[src/rtl/fhb_pkg.sv]
package fhb_pkg;

  localparam int unsigned FRAME_W = 16;
  localparam int unsigned DAY_W   = 10;
  localparam int unsigned SECS_W  = 17;
  localparam int unsigned FRAC_W  = 14;

  localparam int unsigned DAY_DIGITS  = 3;
  localparam int unsigned SECS_DIGITS = 5;
  localparam int unsigned FRAC_DIGITS = 4;

  localparam int unsigned DAY_BCD_W  = 4 * DAY_DIGITS;
  localparam int unsigned SECS_BCD_W = 4 * SECS_DIGITS;
  localparam int unsigned FRAC_BCD_W = 4 * FRAC_DIGITS;

  localparam int unsigned WORD_W  = 32;
  localparam int unsigned CRC_W   = 16;
  localparam int unsigned MSG_W   = 48;

  localparam logic [WORD_W-1:0] SYNC_WORD    = 32'habaddeed;
  localparam logic [15:0]       FRAME_MARKER = 16'hbead;
  localparam logic [CRC_W-1:0]  CRC_POLY     = 16'h4003;

  localparam int unsigned BCD_STAGES         = 3;
  localparam int unsigned BCD_BITS_PER_STAGE = 6;
  localparam int unsigned CRC_STAGES         = 6;
  localparam int unsigned CRC_BITS_PER_STAGE = MSG_W / CRC_STAGES;

  typedef struct packed {
    logic [FRAME_W-1:0] frame_number;
    logic [DAY_W-1:0]   day_number;
    logic [SECS_W-1:0]  seconds_of_day;
    logic [FRAC_W-1:0]  tenth_milliseconds;
  } hdr_in_t;

  typedef struct packed {
    logic [FRAME_W-1:0]    frame_number;
    logic [DAY_BCD_W-1:0]  day_bcd;
    logic [SECS_BCD_W-1:0] secs_bcd;
    logic [FRAC_BCD_W-1:0] frac_bcd;
  } bcd_t;

  typedef struct packed {
    logic [WORD_W-1:0] sync_word;
    logic [WORD_W-1:0] frame_word;
    logic [WORD_W-1:0] time_word;
    logic [WORD_W-1:0] fraction_crc_word;
  } hdr_out_t;

endpackage

[src/rtl/fhb_in_if.sv]
interface fhb_in_if;
  logic        valid;
  logic        ready;
  logic [15:0] frame_number;
  logic [9:0]  day_number;
  logic [16:0] seconds_of_day;
  logic [13:0] tenth_milliseconds;

  modport source (
    output valid, frame_number, day_number, seconds_of_day, tenth_milliseconds,
    input  ready
  );
  modport sink (
    input  valid, frame_number, day_number, seconds_of_day, tenth_milliseconds,
    output ready
  );
endinterface

[src/rtl/fhb_out_if.sv]
interface fhb_out_if;
  logic        valid;
  logic        ready;
  logic [31:0] sync_word;
  logic [31:0] frame_word;
  logic [31:0] time_word;
  logic [31:0] fraction_crc_word;

  modport source (
    output valid, sync_word, frame_word, time_word, fraction_crc_word,
    input  ready
  );
  modport sink (
    input  valid, sync_word, frame_word, time_word, fraction_crc_word,
    output ready
  );
endinterface

[src/rtl/fhb_bcd.sv]
module fhb_bcd (
  input  logic            clk_i,
  input  logic            rst_ni,
  input  logic            valid_i,
  output logic            ready_o,
  input  fhb_pkg::hdr_in_t data_i,
  output logic            valid_o,
  input  logic            ready_i,
  output fhb_pkg::bcd_t   data_o
);

  localparam int unsigned NS = fhb_pkg::BCD_STAGES;

  typedef struct packed {
    logic [fhb_pkg::FRAME_W-1:0]    frame_number;
    logic [fhb_pkg::DAY_W-1:0]      day_bin;
    logic [fhb_pkg::SECS_W-1:0]     secs_bin;
    logic [fhb_pkg::FRAC_W-1:0]     frac_bin;
    logic [fhb_pkg::DAY_BCD_W-1:0]  day_bcd;
    logic [fhb_pkg::SECS_BCD_W-1:0] secs_bcd;
    logic [fhb_pkg::FRAC_BCD_W-1:0] frac_bcd;
  } dab_t;

  // one double-dabble step: add-3 correction on every digit, then shift in
  function automatic logic [23:0] dd_step(logic [23:0] b, logic bit_in);
    logic [23:0] r;
    r = b;
    for (int d = 0; d < 6; d++) begin
      if (r[4*d+:4] >= 4'd5) begin
        r[4*d+:4] = r[4*d+:4] + 4'd3;
      end
    end
    return {r[22:0], bit_in};
  endfunction

  function automatic dab_t dab_stage(dab_t x, int unsigned s);
    dab_t        y;
    int unsigned k;
    logic [23:0] t;
    y = x;
    for (int unsigned j = 0; j < fhb_pkg::BCD_BITS_PER_STAGE; j++) begin
      k = s * fhb_pkg::BCD_BITS_PER_STAGE + j;
      if (k < fhb_pkg::DAY_W) begin
        t = dd_step({12'd0, y.day_bcd}, y.day_bin[fhb_pkg::DAY_W-1]);
        y.day_bcd = t[fhb_pkg::DAY_BCD_W-1:0];
        y.day_bin = y.day_bin << 1;
      end
      if (k < fhb_pkg::SECS_W) begin
        t = dd_step({4'd0, y.secs_bcd}, y.secs_bin[fhb_pkg::SECS_W-1]);
        y.secs_bcd = t[fhb_pkg::SECS_BCD_W-1:0];
        y.secs_bin = y.secs_bin << 1;
      end
      if (k < fhb_pkg::FRAC_W) begin
        t = dd_step({8'd0, y.frac_bcd}, y.frac_bin[fhb_pkg::FRAC_W-1]);
        y.frac_bcd = t[fhb_pkg::FRAC_BCD_W-1:0];
        y.frac_bin = y.frac_bin << 1;
      end
    end
    return y;
  endfunction

  dab_t          in_dab;
  dab_t          stage_d [NS];
  dab_t          stage_q [NS];
  logic [NS-1:0] valid_q;
  logic [NS-1:0] src_valid;
  logic [NS:0]   adv;

  assign in_dab = '{
    frame_number: data_i.frame_number,
    day_bin:      data_i.day_number,
    secs_bin:     data_i.seconds_of_day,
    frac_bin:     data_i.tenth_milliseconds,
    day_bcd:      '0,
    secs_bcd:     '0,
    frac_bcd:     '0
  };

  assign adv[NS] = ready_i;

  for (genvar s = 0; s < NS; s++) begin : g_stage
    assign adv[s] = !valid_q[s] || adv[s+1];
    if (s == 0) begin : g_first
      assign src_valid[s] = valid_i;
      assign stage_d[s]   = dab_stage(in_dab, s);
    end else begin : g_next
      assign src_valid[s] = valid_q[s-1];
      assign stage_d[s]   = dab_stage(stage_q[s-1], s);
    end
  end

  always_ff @(posedge clk_i or negedge rst_ni) begin
    if (!rst_ni) begin
      valid_q <= '0;
    end else begin
      for (int s = 0; s < NS; s++) begin
        if (adv[s]) begin
          valid_q[s] <= src_valid[s];
        end
      end
    end
  end

  always_ff @(posedge clk_i) begin
    for (int s = 0; s < NS; s++) begin
      if (adv[s]) begin
        stage_q[s] <= stage_d[s];
      end
    end
  end

  assign ready_o = adv[0];
  assign valid_o = valid_q[NS-1];
  assign data_o  = '{
    frame_number: stage_q[NS-1].frame_number,
    day_bcd:      stage_q[NS-1].day_bcd,
    secs_bcd:     stage_q[NS-1].secs_bcd,
    frac_bcd:     stage_q[NS-1].frac_bcd
  };

`ifndef SYNTHESIS
  function automatic logic digits_ok(logic [19:0] b);
    logic ok;
    ok = 1'b1;
    for (int d = 0; d < 5; d++) begin
      if (b[4*d+:4] > 4'd9) begin
        ok = 1'b0;
      end
    end
    return ok;
  endfunction

  assert property (@(posedge clk_i) disable iff (!rst_ni)
    valid_o |-> digits_ok({8'd0, data_o.day_bcd}) && digits_ok(data_o.secs_bcd)
             && digits_ok({4'd0, data_o.frac_bcd}))
    else $error("bcd digit out of range");

  assert property (@(posedge clk_i) disable iff (!rst_ni)
    !ready_o |-> valid_q[NS-1] && !ready_i)
    else $error("bcd pipeline stalled without downstream backpressure");
`endif

endmodule

[src/rtl/fhb_crc.sv]
module fhb_crc (
  input  logic             clk_i,
  input  logic             rst_ni,
  input  logic             valid_i,
  output logic             ready_o,
  input  fhb_pkg::bcd_t    data_i,
  output logic             valid_o,
  input  logic             ready_i,
  output fhb_pkg::hdr_out_t data_o
);

  localparam int unsigned NS = fhb_pkg::CRC_STAGES;

  typedef struct packed {
    logic [fhb_pkg::FRAME_W-1:0]    frame_number;
    logic [fhb_pkg::WORD_W-1:0]     time_word;
    logic [fhb_pkg::FRAC_BCD_W-1:0] frac_bcd;
    logic [fhb_pkg::CRC_W-1:0]      crc;
  } crc_st_t;

  // serial crc over the message bits owned by stage s, msb first
  function automatic crc_st_t crc_stage(crc_st_t x, int unsigned s);
    crc_st_t                   y;
    logic [fhb_pkg::MSG_W-1:0] msg;
    logic [fhb_pkg::CRC_W-1:0] r;
    logic                      fb;
    int unsigned               k;
    y   = x;
    msg = {x.time_word, x.frac_bcd};
    for (int unsigned j = 0; j < fhb_pkg::CRC_BITS_PER_STAGE; j++) begin
      k  = fhb_pkg::MSG_W - 1 - (s * fhb_pkg::CRC_BITS_PER_STAGE + j);
      fb = msg[k[5:0]] ^ y.crc[0];
      if (fb) begin
        r = (y.crc ^ fhb_pkg::CRC_POLY) | 16'd1;
      end else begin
        r = y.crc & ~16'd1;
      end
      y.crc = {r[0], r[fhb_pkg::CRC_W-1:1]};
    end
    return y;
  endfunction

  function automatic logic [15:0] rev16(logic [15:0] v);
    logic [15:0] r;
    for (int i = 0; i < 16; i++) begin
      r[i] = v[15-i];
    end
    return r;
  endfunction

  crc_st_t       in_st;
  crc_st_t       stage_d [NS];
  crc_st_t       stage_q [NS];
  logic [NS-1:0] valid_q;
  logic [NS-1:0] src_valid;
  logic [NS:0]   adv;

  assign in_st = '{
    frame_number: data_i.frame_number,
    time_word:    {data_i.day_bcd, data_i.secs_bcd},
    frac_bcd:     data_i.frac_bcd,
    crc:          '0
  };

  assign adv[NS] = ready_i;

  for (genvar s = 0; s < NS; s++) begin : g_stage
    assign adv[s] = !valid_q[s] || adv[s+1];
    if (s == 0) begin : g_first
      assign src_valid[s] = valid_i;
      assign stage_d[s]   = crc_stage(in_st, s);
    end else begin : g_next
      assign src_valid[s] = valid_q[s-1];
      assign stage_d[s]   = crc_stage(stage_q[s-1], s);
    end
  end

  always_ff @(posedge clk_i or negedge rst_ni) begin
    if (!rst_ni) begin
      valid_q <= '0;
    end else begin
      for (int s = 0; s < NS; s++) begin
        if (adv[s]) begin
          valid_q[s] <= src_valid[s];
        end
      end
    end
  end

  always_ff @(posedge clk_i) begin
    for (int s = 0; s < NS; s++) begin
      if (adv[s]) begin
        stage_q[s] <= stage_d[s];
      end
    end
  end

  assign ready_o = adv[0];
  assign valid_o = valid_q[NS-1];
  assign data_o  = '{
    sync_word:         fhb_pkg::SYNC_WORD,
    frame_word:        {fhb_pkg::FRAME_MARKER, stage_q[NS-1].frame_number},
    time_word:         stage_q[NS-1].time_word,
    fraction_crc_word: {stage_q[NS-1].frac_bcd, rev16(stage_q[NS-1].crc)}
  };

`ifndef SYNTHESIS
  assert property (@(posedge clk_i) disable iff (!rst_ni)
    adv[1] && valid_q[0] |=> valid_q[1])
    else $error("request lost between crc stages");

  assert property (@(posedge clk_i) disable iff (!rst_ni)
    !ready_o |-> valid_q[NS-1] && !ready_i)
    else $error("crc pipeline stalled without downstream backpressure");
`endif

endmodule

[src/rtl/frame_header_bcd_crc_builder_unit.sv]
// a request passes 3 bcd stages and then 6 crc stages before the header is valid
// throughput: one request per cycle, limited only by downstream ready
// the last crc stage is the output register; stalls back up stage by stage
// reset: asynchronous active-low, clears all stage valid bits; no other state
module frame_header_bcd_crc_builder_unit (
  input  logic             clk_i,
  input  logic             rst_ni,
  fhb_in_if.sink           hdr_req_i,
  fhb_out_if.source        hdr_rsp_o
);

  fhb_pkg::hdr_in_t  req_data;
  fhb_pkg::bcd_t     bcd_data;
  fhb_pkg::hdr_out_t rsp_data;
  logic              bcd_valid;
  logic              bcd_ready;
  logic              req_ready;
  logic              rsp_valid;

  assign req_data = '{
    frame_number:       hdr_req_i.frame_number,
    day_number:         hdr_req_i.day_number,
    seconds_of_day:     hdr_req_i.seconds_of_day,
    tenth_milliseconds: hdr_req_i.tenth_milliseconds
  };

  fhb_bcd u_bcd (
    .clk_i   (clk_i),
    .rst_ni  (rst_ni),
    .valid_i (hdr_req_i.valid),
    .ready_o (req_ready),
    .data_i  (req_data),
    .valid_o (bcd_valid),
    .ready_i (bcd_ready),
    .data_o  (bcd_data)
  );

  fhb_crc u_crc (
    .clk_i   (clk_i),
    .rst_ni  (rst_ni),
    .valid_i (bcd_valid),
    .ready_o (bcd_ready),
    .data_i  (bcd_data),
    .valid_o (rsp_valid),
    .ready_i (hdr_rsp_o.ready),
    .data_o  (rsp_data)
  );

  assign hdr_req_i.ready             = req_ready;
  assign hdr_rsp_o.valid             = rsp_valid;
  assign hdr_rsp_o.sync_word         = rsp_data.sync_word;
  assign hdr_rsp_o.frame_word        = rsp_data.frame_word;
  assign hdr_rsp_o.time_word         = rsp_data.time_word;
  assign hdr_rsp_o.fraction_crc_word = rsp_data.fraction_crc_word;

endmodule

[src/flat_wrapper.sv]
// flat-port wrapper written by rule: the top's interface ports become plain ports
module frame_header_bcd_crc_builder_unit_flat 
  (clk_i, rst_ni, hdr_req_i_valid, hdr_req_i_frame_number, hdr_req_i_day_number, hdr_req_i_seconds_of_day, hdr_req_i_tenth_milliseconds, hdr_req_i_ready, hdr_rsp_o_valid, hdr_rsp_o_sync_word, hdr_rsp_o_frame_word, hdr_rsp_o_time_word, hdr_rsp_o_fraction_crc_word, hdr_rsp_o_ready);
  fhb_in_if hdr_req_i_i ();
  fhb_out_if hdr_rsp_o_i ();
  input  logic clk_i;
  input  logic rst_ni;
  input wire logic [$bits(hdr_req_i_i.valid)-1:0] hdr_req_i_valid;
  input wire logic [$bits(hdr_req_i_i.frame_number)-1:0] hdr_req_i_frame_number;
  input wire logic [$bits(hdr_req_i_i.day_number)-1:0] hdr_req_i_day_number;
  input wire logic [$bits(hdr_req_i_i.seconds_of_day)-1:0] hdr_req_i_seconds_of_day;
  input wire logic [$bits(hdr_req_i_i.tenth_milliseconds)-1:0] hdr_req_i_tenth_milliseconds;
  output wire logic [$bits(hdr_req_i_i.ready)-1:0] hdr_req_i_ready;
  output wire logic [$bits(hdr_rsp_o_i.valid)-1:0] hdr_rsp_o_valid;
  output wire logic [$bits(hdr_rsp_o_i.sync_word)-1:0] hdr_rsp_o_sync_word;
  output wire logic [$bits(hdr_rsp_o_i.frame_word)-1:0] hdr_rsp_o_frame_word;
  output wire logic [$bits(hdr_rsp_o_i.time_word)-1:0] hdr_rsp_o_time_word;
  output wire logic [$bits(hdr_rsp_o_i.fraction_crc_word)-1:0] hdr_rsp_o_fraction_crc_word;
  input wire logic [$bits(hdr_rsp_o_i.ready)-1:0] hdr_rsp_o_ready;
  assign hdr_req_i_i.valid = hdr_req_i_valid;
  assign hdr_req_i_i.frame_number = hdr_req_i_frame_number;
  assign hdr_req_i_i.day_number = hdr_req_i_day_number;
  assign hdr_req_i_i.seconds_of_day = hdr_req_i_seconds_of_day;
  assign hdr_req_i_i.tenth_milliseconds = hdr_req_i_tenth_milliseconds;
  assign hdr_req_i_ready = hdr_req_i_i.ready;
  assign hdr_rsp_o_valid = hdr_rsp_o_i.valid;
  assign hdr_rsp_o_sync_word = hdr_rsp_o_i.sync_word;
  assign hdr_rsp_o_frame_word = hdr_rsp_o_i.frame_word;
  assign hdr_rsp_o_time_word = hdr_rsp_o_i.time_word;
  assign hdr_rsp_o_fraction_crc_word = hdr_rsp_o_i.fraction_crc_word;
  assign hdr_rsp_o_i.ready = hdr_rsp_o_ready;
  frame_header_bcd_crc_builder_unit u_core (.clk_i(clk_i), .rst_ni(rst_ni), .hdr_req_i(hdr_req_i_i), .hdr_rsp_o(hdr_rsp_o_i));
endmodule
[config.mk]
export PLATFORM = sky130hd
export DESIGN_NAME = frame_header_bcd_crc_builder_unit_flat
export DESIGN_NICKNAME = d
export VERILOG_FILES = /design/src/rtl/fhb_pkg.sv /design/src/rtl/fhb_in_if.sv /design/src/rtl/fhb_out_if.sv /design/src/rtl/fhb_bcd.sv /design/src/rtl/fhb_crc.sv /design/src/rtl/frame_header_bcd_crc_builder_unit.sv /design/src/flat_wrapper.sv
export SDC_FILE = /design/constraint.sdc
export NUM_CORES = 1
export LEC_CHECK = 0
export CORE_ASPECT_RATIO = 1.75
export CORE_MARGIN = 1.5
export CORE_UTILIZATION = 64
export DETAILED_ROUTE_END_ITERATION = 12
export DONT_BUFFER_PORTS = 1
export GPL_ROUTABILITY_DRIVEN = 1
export PLACE_DENSITY = 0.9
export SLEW_MARGIN = 0
export SYNTH_ARGS = -nofsm -noshare
export SYNTH_HDL_FRONTEND = slang
export SYNTH_SLANG_ARGS = --single-unit
[constraint.sdc]
create_clock -name clk_i -period 8.34 [get_ports clk_i]
set_input_delay 1.251 -clock clk_i [delete_from_list [all_inputs] [get_ports clk_i]]
set_output_delay 1.251 -clock clk_i [all_outputs]
set_load 0.05 [all_outputs]
==> results.sh <==
export IMPL_drc=20
export IMPL_dieArea_sq_um=48240
export IMPL_synth_simple_area_share_pct=6.456
export IMPL_cts_sinks=671
export IMPL_synth_area_per_cell_sq_um=14.71
export IMPL_startpoint_type="flop"
export IMPL_finalHoldViolations=0
export IMPL_rows=104
export IMPL_h_tree_depth=2
export IMPL_finalNetCount=2267
export IMPL_dr_first_iter_drc_count=913
export IMPL_maxCapViolCount=0
export IMPL_worstPathArrival_ns=6.29
export IMPL_worstReg2RegEnd="u_core.u_bcd.stage_q[0][119]"
export IMPL_min_period_ns=5.977
export IMPL_grt_max_degree=82
export IMPL_grt_pass1_vias=15706
export IMPL_regToRegStartpoint="u_core.u_bcd.stage_q[0][16]"
export IMPL_synth_xor_area_share_pct=5.538
export IMPL_postCtsSetupBuffers=0
export IMPL_violations="design-rule violations"
export IMPL_hpwl_um=31920
export IMPL_worstSetupPathType="reg -> reg"
export IMPL_grt_setup_unrepaired="false"
export IMPL_postSynthCellCount=2039
export IMPL_clkLatencyLatePin_ns=0.60
export IMPL_cts_hold_buffers=0
export IMPL_synth_seq_cells=671
export IMPL_drt_pass1_iterations=10
export IMPL_async_reset_ff_share_pct=1.341
export IMPL_relSlewSlack_pct=34.08
export IMPL_grt_overflow_total=0
export IMPL_vias=15465
export IMPL_synth_area_top_cells="edfxtp_1, ha_1, xnor2_1"
export IMPL_grt_antenna_before_repair=1
export IMPL_slew_viol_final=0
export IMPL_avgViaCountPerCell=5.711
export IMPL_synthFlopType="edfxtp_1"
export IMPL_yosysTopAreaCell="edfxtp_1"
export IMPL_synth_top_family_by_area="compound AO/OA/AOI/OAI gates"
export IMPL_routed_wl_um=46150
export IMPL_status="finished with violations"
export IMPL_core_area_sq_um=46190
export IMPL_grt_usage_pct=19.36
export IMPL_path_clk_slew_ns=0.07
export IMPL_detail_route_wl_per_cell_um=17.04
export IMPL_die_w_um=166.7
export IMPL_synth_top_area_share_pct=66.26
export IMPL_synth_seq_area_share_pct=67.01
export IMPL_crit_fanout=14
export IMPL_start_util_pct=64.95
export IMPL_max_freq_mhz=167.3
export IMPL_ys_warn_count=0
export IMPL_grt_pass1_wl_um=74850
export IMPL_io_pins=191
export IMPL_synth_cell_types=102
export IMPL_final_antenna_net_count=0
export IMPL_finalSetupTns_ns=0
export IMPL_synth_edf_count=662
export IMPL_mappedNetlistArea_sq_um=30000
export IMPL_cp_end_kind="flop"
export IMPL_r2r_slack_ns=2.36
export IMPL_synth_mux_area_share_pct=3.153
export IMPL_tightest_slew_ns=0.9889
export IMPL_layout_common_cells="edfxtp_1, ha_1, a21oi_1"
export IMPL_cts_resized=0
export IMPL_syn_to_final_growth_pct=7.940
export IMPL_synth_compound_area_share_pct=9.329
export IMPL_final_setup_viol_count=0
export IMPL_final_common_cell="edfxtp_1"
export IMPL_cts_root_buf="clkbuf_16"
export IMPL_reg2reg_depth=25
export IMPL_cp_required_ns=8.66
export IMPL_synthAdderAreaFrac_pct=5.338
export IMPL_cts_buffers=54
export IMPL_place_port_buffers=0
export IMPL_hold_class="in -> async"
export IMPL_fin_crit_sh_pct=71.67
export IMPL_finalClockSkew_ns=0.03506
export IMPL_drive_above_1_share_pct=8.522
export IMPL_die_y_um=289.4
export IMPL_cts_buffer_depth=3
export IMPL_gp_congestion=0.8516
export IMPL_cts_tree="built"
[synthesized netlist by cell type (all sizes together), types with 19 or more instances]
library cell    n
nor2b          27
o22ai          19
ha            128
nand2          69
nand3          26
inv           126
o21ai          71
nand2b         47
nor3b          20
edfxtp        662
nor2           80
nor3           35
mux2           23
o21a           20
xnor2         119
o211ai         21
a21oi         129
mux2i          67
a21boi         25
xor2           57
buf            57
[how the worst max path moves through the flow]
stage               depth (start not counted)                   startpoint                           end
finish                                     25  u_core.u_bcd.stage_q[0][16]  u_core.u_bcd.stage_q[0][119]
global route                               25  u_core.u_bcd.stage_q[0][16]  u_core.u_bcd.stage_q[0][120]
CTS                                        25  u_core.u_bcd.stage_q[0][16]  u_core.u_bcd.stage_q[0][119]
detailed placement                         25  u_core.u_bcd.stage_q[0][16]  u_core.u_bcd.stage_q[0][119]
global placement                           25  u_core.u_bcd.stage_q[0][16]  u_core.u_bcd.stage_q[0][119]
floorplan                                   6              hdr_rsp_o_ready               hdr_req_i_ready
[critical path, cell delays in order, from the launching register on]
cell and delay [ns]:
edfxtp_1 0.57, inv_1 0.20, ha_1 0.38, nor2b_1 0.37, or3_1 0.23, and2_1 0.20, inv_1 0.08, ha_1 0.18
inv_1 0.08, a21oi_1 0.08, o22a_1 0.23, inv_2 0.09, ha_1 0.20, nor4_1 0.07, o311a_1 0.41, nor2_1 0.33
inv_1 0.08, ha_1 0.21, o21bai_1 0.22, a221oi_4 0.42, ha_1 0.30, a31oi_1 0.16, o31ai_1 0.10, o21ai_1 0.25
o211ai_1 0.13, a21boi_1 0.14
[flip-flops by register name, summed over array words and instances, names as in the netlist]
register / count
u_core.u_bcd.stage_q: 189
u_core.u_bcd.valid_q: 3
u_core.u_crc.stage_q: 473
u_core.u_crc.valid_q: 6
[layout make-up]
cell class	instances	area [sq um]
Clock buffer	69	1428
Tap cell	583	729.5
Sequential cell	671	20100
Timing Repair Buffer	8	60.06
Antenna cell	1	2.502
Fill cell	2821	13810
Multi-Input combinational cell	1216	9168
Inverter	127	476.7
Clock inverter	33	416.7
[per-stage QoR]
stage | cells | setup slack (ns) | util (%) | area (sq um) | hold WS [ns]
6_report | 2708 | 2.363 | 70.11 | 32380 | 0.3416
5_1_grt | 2708 | 1.997 | 70.11 | 32380 | 0.3085
4_1_cts | 2707 | 2.487 | 70.10 | 32380 | 0.3113
3_5_place_dp | 2605 | 2.497 | 66.11 | 30540 | 0.4045
3_3_place_gp | 2605 | 2.747 | 66.11 | 30540 | 0.4007
2_1_floorplan | 2085 | 1.132 | - | 30180 | 0.4003
[metal layers]
layer / vias to the layer above / wire [um] / GRT usage [%]
met5: - / 0 / 0
met4: 0 / 1902 / 8.386
met3: 108 / 1463 / 2.254
met2: 387 / 26650 / 40.11
met1: 7394 / 16140 / 18.94
li1: 7576 / - / -
[kinds of logic after synthesis]
family / count (synthesis)
flip-flops: 671
AO/OA/AOI/OAI: 405
AND/OR/NAND/NOR: 364
buffers and inverters: 198
XOR/XNOR: 181
adder cells (fa/ha/maj): 128
multiplexers: 90
other: 2
Power is left out: the tool's default activity adds up to more than one toggle a clock period on the data nets, which glitch-free logic cannot reach.
